`src/rtl/sitrt_pkg.sv`:
```
// Shared types, constants and the symbol table lookup for the radix text converter.
// No dependencies.
package sitrt_pkg;

  localparam int RADIX_W     = 5;
  localparam int SYM_W       = 8;
  localparam int NUM_SYMBOLS = 16;
  localparam int SYM_IDX_W   = 4;
  localparam int SYM_TAB_W   = NUM_SYMBOLS * SYM_W;
  localparam int CFG_DATA_W  = 64;
  localparam int CFG_IDX_W   = 2;

  localparam logic [SYM_W-1:0]   SYM_PLUS  = 8'h2B;
  localparam logic [SYM_W-1:0]   SYM_MINUS = 8'h2D;
  localparam logic [RADIX_W-1:0] MIN_RADIX = 5'd2;

  localparam logic [RADIX_W-1:0]    RADIX_RESET    = 5'd10;
  localparam logic [CFG_DATA_W-1:0] SYM_LOW_RESET  = 64'h3736_3534_3332_3130;
  localparam logic [CFG_DATA_W-1:0] SYM_HIGH_RESET = 64'h0000_0000_0000_3131;

  typedef enum logic [CFG_IDX_W-1:0] {
    REG_RADIX    = 2'd0,
    REG_SYM_LOW  = 2'd1,
    REG_SYM_HIGH = 2'd2
  } cfg_reg_t;

  // Table check result, done pulses for one cycle.
  typedef struct packed {
    logic done;
    logic ok;
  } chk_status_t;

  function automatic logic [SYM_W-1:0] symbol_of(input logic [SYM_TAB_W-1:0] tab,
                                                 input logic [SYM_IDX_W-1:0] d);
    return tab[d * SYM_W +: SYM_W];
  endfunction

endpackage

```
`src/rtl/sitrt_check.sv`:
```
// Symbol table checker: range-checks the radix, walks the in-use symbols one per
// cycle, looking for sign characters and duplicates. Depends on sitrt_pkg.
module sitrt_check import sitrt_pkg::*; #(
  parameter int MAX_RADIX = 16
) (
  input  logic                 clk,
  input  logic                 rst,
  input  logic                 start,
  input  logic [RADIX_W-1:0]   radix,
  input  logic [SYM_TAB_W-1:0] symbols,
  output chk_status_t          status
);

  logic                 running;
  logic [SYM_IDX_W-1:0] idx;
  logic [SYM_W-1:0]     cur;
  logic                 hit;
  logic                 range_bad;
  logic                 at_end;

  always_comb begin
    cur = symbol_of(symbols, idx);
    hit = (cur == SYM_PLUS) || (cur == SYM_MINUS);
    // compare against every later in-use symbol at once
    for (int j = 0; j < NUM_SYMBOLS; j++) begin
      if ((RADIX_W'(j) < radix) && (SYM_IDX_W'(j) > idx) &&
          (symbol_of(symbols, SYM_IDX_W'(j)) == cur)) begin
        hit = 1'b1;
      end
    end
    range_bad = (radix < MIN_RADIX) || (radix > RADIX_W'(MAX_RADIX));
    at_end    = ({1'b0, idx} + 1'b1) == radix;
  end

  always_ff @(posedge clk) begin
    if (rst) begin
      running <= 1'b0;
      status  <= '0;
      idx     <= '0;
    end else begin
      status.done <= 1'b0;
      if (start) begin
        if (range_bad) begin
          status <= '{done: 1'b1, ok: 1'b0};
        end else begin
          running <= 1'b1;
          idx     <= '0;
        end
      end else if (running) begin
        if (hit) begin
          running <= 1'b0;
          status  <= '{done: 1'b1, ok: 1'b0};
        end else if (at_end) begin
          running <= 1'b0;
          status  <= '{done: 1'b1, ok: 1'b1};
        end else begin
          idx <= idx + 1'b1;
        end
      end
    end
  end

  a_done_not_running: assert property (@(posedge clk) disable iff (rst)
    status.done |-> !running)
    else $error("check done while still walking the table");
  a_ok_in_range: assert property (@(posedge clk) disable iff (rst)
    (status.done && status.ok) |-> !range_bad)
    else $error("table passed with radix out of range");
  a_idx_in_use: assert property (@(posedge clk) disable iff (rst)
    running |-> ({1'b0, idx} < radix))
    else $error("check index beyond radix");

endmodule

```
`src/rtl/signed_integer_to_radix_text.sv`:
```
// Top level: signed integer to text in a configurable radix, one character per item.
// Depends on sitrt_pkg and sitrt_check.
//
// Usage:
//   Input channel (value, in_valid, in_stall): one signed integer per item. in_stall is
//   high whenever a conversion is under way; one value is converted at a time.
//   Output channel (symbol, last, out_valid, out_stall): one character per item, a
//   leading '-' for negative values, then digits most significant first; last marks
//   the final digit. A single output register parts the two sides, so the next value
//   can be taken while the final character still waits.
//   Configuration (cfg_write, cfg_index, cfg_data): 0 radix, 1 symbols 0..7,
//   2 symbols 8..15. Write only while idle.
// Steps per value: accept, table check, then a bit-serial long division by the radix
//   for each digit, then the characters, each held while the receiver stalls.
// An unusable table (radix out of range, sign or repeated symbol) gives no output.
// Reset restores radix 10 and the default symbols and empties the output register.
// A stall on the output holds the current character; it does not hold the divider.
module signed_integer_to_radix_text import sitrt_pkg::*; #(
  parameter int MAX_RADIX  = 16,
  parameter int VALUE_BITS = 32
) (
  input  logic                        clk,
  input  logic                        rst,
  input  logic                        cfg_write,
  input  logic [CFG_IDX_W-1:0]        cfg_index,
  input  logic [CFG_DATA_W-1:0]       cfg_data,
  input  logic                        in_valid,
  output logic                        in_stall,
  input  logic signed [VALUE_BITS-1:0] value,
  output logic                        out_valid,
  input  logic                        out_stall,
  output logic [SYM_W-1:0]            symbol,
  output logic                        last
);

  localparam int DIGIT_W = (MAX_RADIX > 2) ? $clog2(MAX_RADIX) : 1;
  localparam int BIT_W   = $clog2(VALUE_BITS);
  localparam int ND_W    = $clog2(VALUE_BITS + 1);

  typedef enum logic [4:0] {
    ST_IDLE   = 5'b00001,
    ST_CHECK  = 5'b00010,
    ST_DIVIDE = 5'b00100,
    ST_SIGN   = 5'b01000,
    ST_EMIT   = 5'b10000
  } state_t;

  state_t                  state;
  logic [RADIX_W-1:0]      radix;
  logic [CFG_DATA_W-1:0]   symbols_low;
  logic [CFG_DATA_W-1:0]   symbols_high;
  logic [SYM_TAB_W-1:0]    symbols;

  logic                    neg;
  logic [VALUE_BITS-1:0]   quo;
  logic [DIGIT_W-1:0]      rem;
  logic [BIT_W-1:0]        bitcnt;
  logic [ND_W-1:0]         nd;
  logic [DIGIT_W-1:0]      stack [VALUE_BITS];

  logic                    accept;
  logic                    slot_free;
  logic                    chk_start;
  chk_status_t             chk;
  logic [DIGIT_W:0]        trial;
  logic                    qbit;
  logic [DIGIT_W-1:0]      rem_next;
  logic [VALUE_BITS-1:0]   quo_next;
  logic [ND_W-1:0]         nd_inc;
  logic                    pass_end;

  assign symbols   = {symbols_high, symbols_low};
  assign in_stall  = (state != ST_IDLE);
  assign accept    = in_valid && !in_stall;
  assign chk_start = accept;
  assign slot_free = !out_valid || !out_stall;

  // One restoring division step: remainder doubles and takes the next dividend bit.
  always_comb begin
    trial    = {rem, quo[VALUE_BITS-1]};
    qbit     = RADIX_W'(trial) >= radix;
    rem_next = qbit ? DIGIT_W'(RADIX_W'(trial) - radix) : DIGIT_W'(trial);
    quo_next = {quo[VALUE_BITS-2:0], qbit};
    nd_inc   = nd + 1'b1;
    pass_end = (bitcnt == BIT_W'(VALUE_BITS - 1));
  end

  sitrt_check #(
    .MAX_RADIX(MAX_RADIX)
  ) u_check (
    .clk    (clk),
    .rst    (rst),
    .start  (chk_start),
    .radix  (radix),
    .symbols(symbols),
    .status (chk)
  );

  always_ff @(posedge clk) begin
    if (rst) begin
      radix        <= RADIX_RESET;
      symbols_low  <= SYM_LOW_RESET;
      symbols_high <= SYM_HIGH_RESET;
    end else if (cfg_write) begin
      case (cfg_index)
        REG_RADIX:    radix        <= cfg_data[RADIX_W-1:0];
        REG_SYM_LOW:  symbols_low  <= cfg_data;
        REG_SYM_HIGH: symbols_high <= cfg_data;
        default:      ;
      endcase
    end
  end

  always_ff @(posedge clk) begin
    if (rst) begin
      state     <= ST_IDLE;
      out_valid <= 1'b0;
      nd        <= '0;
      bitcnt    <= '0;
    end else begin
      if (!out_stall) begin
        out_valid <= 1'b0;
      end
      case (state)
        ST_IDLE: begin
          if (accept) begin
            neg   <= value[VALUE_BITS-1];
            quo   <= value[VALUE_BITS-1] ? (~value + 1'b1) : value;
            state <= ST_CHECK;
          end
        end
        ST_CHECK: begin
          if (chk.done) begin
            rem    <= '0;
            bitcnt <= '0;
            nd     <= '0;
            state  <= chk.ok ? ST_DIVIDE : ST_IDLE;
          end
        end
        ST_DIVIDE: begin
          quo <= quo_next;
          if (pass_end) begin
            nd     <= nd_inc;
            rem    <= '0;
            bitcnt <= '0;
            if (quo_next == '0 || nd_inc >= ND_W'(VALUE_BITS)) begin
              state <= neg ? ST_SIGN : ST_EMIT;
            end
          end else begin
            rem    <= rem_next;
            bitcnt <= bitcnt + 1'b1;
          end
        end
        ST_SIGN: begin
          if (slot_free) begin
            out_valid <= 1'b1;
            symbol    <= SYM_MINUS;
            last      <= 1'b0;
            state     <= ST_EMIT;
          end
        end
        ST_EMIT: begin
          if (slot_free) begin
            out_valid <= 1'b1;
            symbol    <= symbol_of(symbols, SYM_IDX_W'(stack[0]));
            last      <= (nd == ND_W'(1));
            nd        <= nd - 1'b1;
            if (nd == ND_W'(1)) begin
              state <= ST_IDLE;
            end
          end
        end
        default: state <= ST_IDLE;
      endcase
    end
  end

  // Digit stack: push at the end of each division pass, pop on each digit sent.
  // Least significant digit goes in first, so the top holds the leading digit.
  always_ff @(posedge clk) begin
    if (state == ST_DIVIDE && pass_end) begin
      stack[0] <= rem_next;
      for (int i = 1; i < VALUE_BITS; i++) begin
        stack[i] <= stack[i-1];
      end
    end else if (state == ST_EMIT && slot_free) begin
      for (int i = 0; i < VALUE_BITS - 1; i++) begin
        stack[i] <= stack[i+1];
      end
    end
  end

  a_state_onehot: assert property (@(posedge clk) disable iff (rst)
    $onehot(state))
    else $error("state register not one-hot");
  a_nd_bound: assert property (@(posedge clk) disable iff (rst)
    nd <= ND_W'(VALUE_BITS))
    else $error("digit stack overflow");
  a_emit_has_digit: assert property (@(posedge clk) disable iff (rst)
    (state == ST_EMIT || state == ST_SIGN) |-> nd != '0)
    else $error("emitting with an empty digit stack");
  a_rem_below_radix: assert property (@(posedge clk) disable iff (rst)
    state == ST_DIVIDE |-> RADIX_W'(rem) < radix)
    else $error("remainder not below radix");
  a_last_ends_item: assert property (@(posedge clk) disable iff (rst)
    (state == ST_EMIT && slot_free && nd == ND_W'(1)) |=> (state == ST_IDLE && last))
    else $error("final digit sent without returning to idle");

endmodule

```
`config.mk`:
```
export PLATFORM = sky130hd
export DESIGN_NAME = signed_integer_to_radix_text
export DESIGN_NICKNAME = d
export VERILOG_FILES = /design/src/rtl/sitrt_pkg.sv /design/src/rtl/sitrt_check.sv /design/src/rtl/signed_integer_to_radix_text.sv
export SDC_FILE = /design/constraint.sdc
export NUM_CORES = 1
export LEC_CHECK = 0
export ABC_AREA = 1
export BUFFER_PORTS_ARGS = -buffer_cell sky130_fd_sc_hd__buf_2
export CORE_MARGIN = 3
export CORE_UTILIZATION = 62
export DETAILED_ROUTE_END_ITERATION = 12
export GPL_TIMING_DRIVEN = 0
export PLACE_DENSITY = 0.9
export SETUP_SLACK_MARGIN = 0.4
export SLEW_MARGIN = 20
export SYNTH_ARGS = -nofsm -noshare
export SYNTH_HDL_FRONTEND = slang
export SYNTH_HIERARCHICAL = 1
export SYNTH_SLANG_ARGS = --single-unit
```
`constraint.sdc`:
```
create_clock -name clk -period 6 [get_ports clk]
set_clock_uncertainty 0.2 [all_clocks]
set_input_delay 0.6 -clock clk [delete_from_list [all_inputs] [get_ports clk]]
set_output_delay 0.6 -clock clk [all_outputs]
set_load 0.01 [all_outputs]
```
---- Yosys cells after proc, flatten, opt, wreduce, memory -nomap -nowiden ----
Memory sizes are Yosys's and may differ from the RTL's.
Index checks and enable logic that the tools add are counted.
operators by class
  add/subtract/negate cells ............... 7
  order comparisons ....................... 36
  equal/unequal tests ..................... 40
  shift operators ......................... 2
  muxes and demuxes ....................... 100
  bitwise logic cells ..................... 33
  reductions and logical operators ........ 63
operators by type and width
  cell                                                        count
  indexed part select 128 x 8 -> 8 bit                        2
  two-way mux 4 bit                                           39
  == test 8 bit                                               16
  two-way mux 32 bit                                          2
  one-hot mux 32 bit (2 select lines)                         1
  two-way mux 5 bit                                           10
  less-than comparator 4 x 5 -> 1 bit (first input constant)  8
  logical AND 1 bit                                           35
  adder 32 x 1 -> 32 bit (second input constant)              1
  > comparator 4 bit (first input constant)                   8
  zero test 32 bit                                            1
  NOT 32 bit                                                  1
  two-way mux 1 bit                                           31
  bitwise OR 1 bit                                            31
  one-hot mux 5 bit (5 select lines)                          1
  less-than comparator 3 x 5 -> 1 bit (first input constant)  4
  two-way mux 6 bit                                           3
  != test 2 bit (second input constant)                       9
  one-hot mux 6 bit (3 select lines)                          1
  == test 8 x 6 -> 1 bit (second input constant)              2
  > comparator 3 x 4 -> 1 bit (first input constant)          4
  two-way mux 8 bit                                           2
  one-hot mux 8 bit (2 select lines)                          1
  AND reduction 3 bit                                         4
  other kinds (40)                                            64
word-level totals
  register bits after elaboration ......... 203
  memory bits (writable) .................. 128
  input port bits ......................... 103
  word-level logic and storage cells ...... 298
  memories kept ........................... 1
memory list
  memory  words  width  read ports  clocked after Yosys merged registers in  wr ports  RTL line                            text
  stack   32     4      32          0                                        32        signed_integer_to_radix_text.sv:59  logic [DIGIT_W-1:0] stack [VALUE_BITS];

---- Logic depth before layout (Yosys ltp) ----
  word-level depth ........................ 22
  gate-level depth with buffers ........... 25

---- Hierarchy ----
The synthesis kept the hierarchy.
by module, submodules not included
  module                        times used  cells each  area an instance (sq um)
  signed_integer_to_radix_text  1           1,862       15,099.5
  sitrt_check                   1           930         4,568.1

---- Worst setup path before layout ----
No wires, ideal clock.
  kind .................................... register to register
  start point ............................. register bitcnt[0]
  end point ............................... memory stack[0][0] (netlist name) (enable)
  arrival time ............................ 3.833 ns
  setup slack ............................. 1.479 ns
  stages on the path, launching flop included .. 9
  path buffers ............................ 0
  period minus slack after synthesis ...... 4.521 ns
  cell sequence ........................... dfxtp_1 ha_1 inv_1 nor3_1 ha_1 inv_1 nor2_4 inv_2 nand2_1
RTL lines
  item                    RTL line                             text
  from (decl)             signed_integer_to_radix_text.sv:57   logic [BIT_W-1:0] bitcnt;
  from (signal assigned)  signed_integer_to_radix_text.sv:151  bitcnt <= bitcnt + 1'b1;
  to (decl)               signed_integer_to_radix_text.sv:59

---- Final worst setup path ----
  start point ............................. register u_check.idx[3]
  end point ............................... register u_check.idx[0]
between the ends
  longest elaborated chain between the ends .. 21
  elaborated cells on any way between the ends .. 89
RTL lines
  item                                                                                 RTL line                              text
  from (decl)                                                                          sitrt_check.sv:15                     logic [SYM_IDX_W-1:0] idx;
  from (signal assigned)                                                               sitrt_check.sv:57                     idx <= idx + 1'b1;
  indexed part select 128 x 8 -> 8 bit or > comparator 1 x 4 -> 1 bit (tied branches)  sitrt_pkg.sv:35, sitrt_check.sv:26
  == test 8 x 6 -> 1 bit, or another cell as far along                                 sitrt_check.sv:23                     hit = (cur == SYM_PLUS) || (cur == SYM_MINUS);
  logical OR 1 bit or logical AND 1 bit (tied branches)                                sitrt_check.sv:23, sitrt_check.sv:26
  two-way mux 1 bit (16 in series)                                                     sitrt_check.sv:26                     if ((RADIX_W'(j) < radix) && (SYM_IDX_W'(j) > idx) &&
  != test 2 bit (no source line)                                                       --
  AND reduction 4 bit (no source line) (*)                                             --
Mark *: on every way between the ends. The rest lies on a longest branch, timed or not.
A chain may end at the register's enable or synchronous reset.

==> results.cfg <==
[grt]
grt_max_degree = 54
antenna_found_initial = 1
grt_overflow = 0
grt_pass1_vias = 20046
track_usage_pct = 47.1
grt_pass1_wl_um = 120000

[floorplanning]
die_x_um = 184
start_util_pct = 63.6
dieArea_sq_mm = 0.0339
pin_count = 114
die_h_um = 184
rows = 64
core_area_sq_mm = 0.0309

[yosys]
synth_area_leaders = edfxtp_1 27%, nand2_1 16%, dfxtp_1 16%, o21ai_0 7.2%, nor2_1 7.0%
synthCells = 2792
synth.distinct_cells = 47
synthArstFlopShare_pct = 0
ys_warn_count = 6
syn_nets = 2911
synth-edff-count = 174
yosysMostFrequentCell = nand2_1
syn_avg_cell_area_sq_um = 7.04
syn_area_sq_mm = 0.0197
seq_area_frac_synth_pct = 42.5
synth_common_cells = 840 x nand2_1, 368 x nor2_1, 284 x o21ai_0, 263 x inv_1, 187 x nand3_1
yosys.area.top_type_share_pct = 26.6
ys_seq_elements = 331
yosysTopAreaCell = edfxtp_1
synthFlopType = edfxtp_1

[setup_path]
path_class = register to register
critPathMaxStageDelay_ns = 0.61
cp_top_family = simple AND/OR/NAND/NOR gates
crit_path_max_fanout = 10
cp-startpoint = u_check/idx[3]
arrival_ns = 4.49
endpoint_kind = register
path_cells = clkbuf_2, inv_1, nor2_1, nand2_1, nand2_1, nor2_4, buf_6, o21ai_0, nor2_1, nand3_1, nor2_1, nor2_1, nand2_1, nor2_2, nand2_2, nand2_1, nand3_2, nor2_1, nor2_1
critPathMostFrequentCell = nor2_1
crit_buf_inv = 3
cpMaxStageDelayCell = o21ai_0
start_kind = register
r2r-start = u_check/idx[3]
required_ns = 6.28

[routing]
wl_per_cell_um = 24.0
drc = 0
drt_iter0_markers = 3399
drt-pass1-iter-count = 7
dr_total_vias = 21238
vias_per_cell = 6.29
drtAntennaViolNets = 0
routed_wirelength_um = 80900

[placed_design]
hpwl_um = 57200
pre_cts_slack_ns = 2.32
gp_congestion = 1.13
io_buffers = 113

[worst_hold_path]
hp-start = cfg_data[17]
hp-class = primary input to register

[clocking]
cts.sinks = 331
clockBufferDepth = 3
post-cts-setup-buffers = 0
insertion_delay_ns = 0.59
cts_tree = yes
cts_resized = 0
cts_made_buffers = 37
clockRootBuffer = clkbuf_16
cts-htree-levels = 2
holdBufCountCts = 0
clk_pin_slew_ns = 0.06

[power_and_ir_drop]
p_leak_nw = 10.0
pwr-share-seq_pct = 35.8
pwr-share-clk_pct = 30.9
p_total_mw = 7.83
p_switching_mw = 3.04
p_int_mw = 4.78
powerDensity_mw_per_mm2 = 354
max-vdd-ir-drop_uv = 289
p_comb_share_pct = 33.3
switching_share_pct = 38.9

[sta]
finalHoldViolCount = 0
grt_setup_unrepaired = false
finalSetupTns_ns = 0
relSlewSlack_pct = 16.5
setup_slack_ns = 1.78
period_share_pct = 70.3
setup_viol = 0
holdWs_ns = 0.0460
max_freq_mhz = 237
tightest_slew_ns = 1.25
report.final.slew_viol_count = 0
period_minus_slack_ns = 4.22

[outcome]
status = complete, no violations

[layout]
area_delta_synth_final_pct = 12.5
layout-drive-gt1-share_pct = 11.1
utilization_pct = 71.6
nNetsFinal = 3067

[job]
max_cap_viol_count = 0
## layout by cell type (no fill, tap or decap), drive strengths merged, types with 15 or more instances in the layout
cell type | netlist | layout
nand2 | 864 | 864
nor2 | 386 | 386
o21ai | 302 | 302
inv | 278 | 279
nand3 | 202 | 202
buf | 69 | 186
edfxtp | 174 | 174
dfxtp | 157 | 157
clkbuf | 71 | 123
a21oi | 117 | 117
xor2 | 47 | 47
o211ai | 30 | 30
nand4 | 17 | 17
ha | 15 | 15
nor3 | 15 | 15
clkinv | 3 | 15
## metrics by stage
stage / area [sq um] / instances
global route: 22100 / 3373
finish: 22100 / 3374
detailed placement: 20800 / 3305
floorplan: 19700 / 2792
CTS: 22100 / 3373
global placement: 20700 / 3301
## final timing paths
| path | endpoint | depth (start not counted) | slack (ns) |
|---|---|---|---|
| hold reg to reg | stack[15][5] | 0 | 0.27 |
| setup / recovery | u_check/idx[0] | 19 | 1.78 |
| setup reg to reg | u_check/idx[0] | 19 | 1.78 |
| hold / removal | symbols_low[17] | 3 | 0.05 |
## power groups by stage
stage / sequential [mW] / combinational, mW / clock [mW]
2_1_floorplan: 2.79 / 1.60 / 0
3_3_place_gp: 2.84 / 2.34 / 0
3_5_place_dp: 2.83 / 2.42 / 0
4_1_cts: 2.79 / 2.44 / 2.39
5_1_grt: 2.82 / 2.73 / 2.48
6_report: 2.80 / 2.61 / 2.42
## cell type report
class	instances	area, sq um
timing repair buffer	117	648
clock buffer	52	1100
buffer	140	790
inverter	281	1060
clock inverter	16	185
antenna	1	2.50
sequential	331	8370
fill	2479	8780
multi-input combinational	2040	9480
tap	396	495
## tightest hold or removal path, delay by kind of cell
| kind | cells | cell delay (ns) |
|---|---|---|
| buf+inv | 1 | 0.09 |
| simple gates | 2 | 0.12 |
## state kept, by name (all words and copies together) (netlist names), 2 cells and up
| name | flops |
|---|---|
| bitcnt | 5 |
| nd | 6 |
| quo | 32 |
| radix | 5 |
| rem | 4 |
| stack | 128 |
| state | 5 |
| symbol | 8 |
| symbols_high | 64 |
| symbols_low | 64 |
| u_check/idx | 4 |
| u_check/status | 2 |
## logic make-up (layout without fill, tap and decap cells)
kind of cell / Yosys count / after routing / synth area share, %
buf+inv: 421 / 606 / 9.39
simple gates: 1502 / 1502 / 32.1
other cells: 0 / 1 / 0
xor+xnor: 51 / 51 / 2.27
flops: 331 / 331 / 42.5
fa+ha+maj: 16 / 16 / 1.06
compound gates: 471 / 471 / 12.6
## layer usage
layer | up-vias | part of all wire (%) | global-route usage (%)
li1 | 9333 | - | -
met4 | 0 | 8.9 | 33.0
met3 | 452 | 13 | 13.3
met1 | 9708 | 35 | 57.4
met5 | - | 0 | 0
met2 | 1745 | 43 | 72.5
Note: power is estimated with default switching activity, not from simulation.
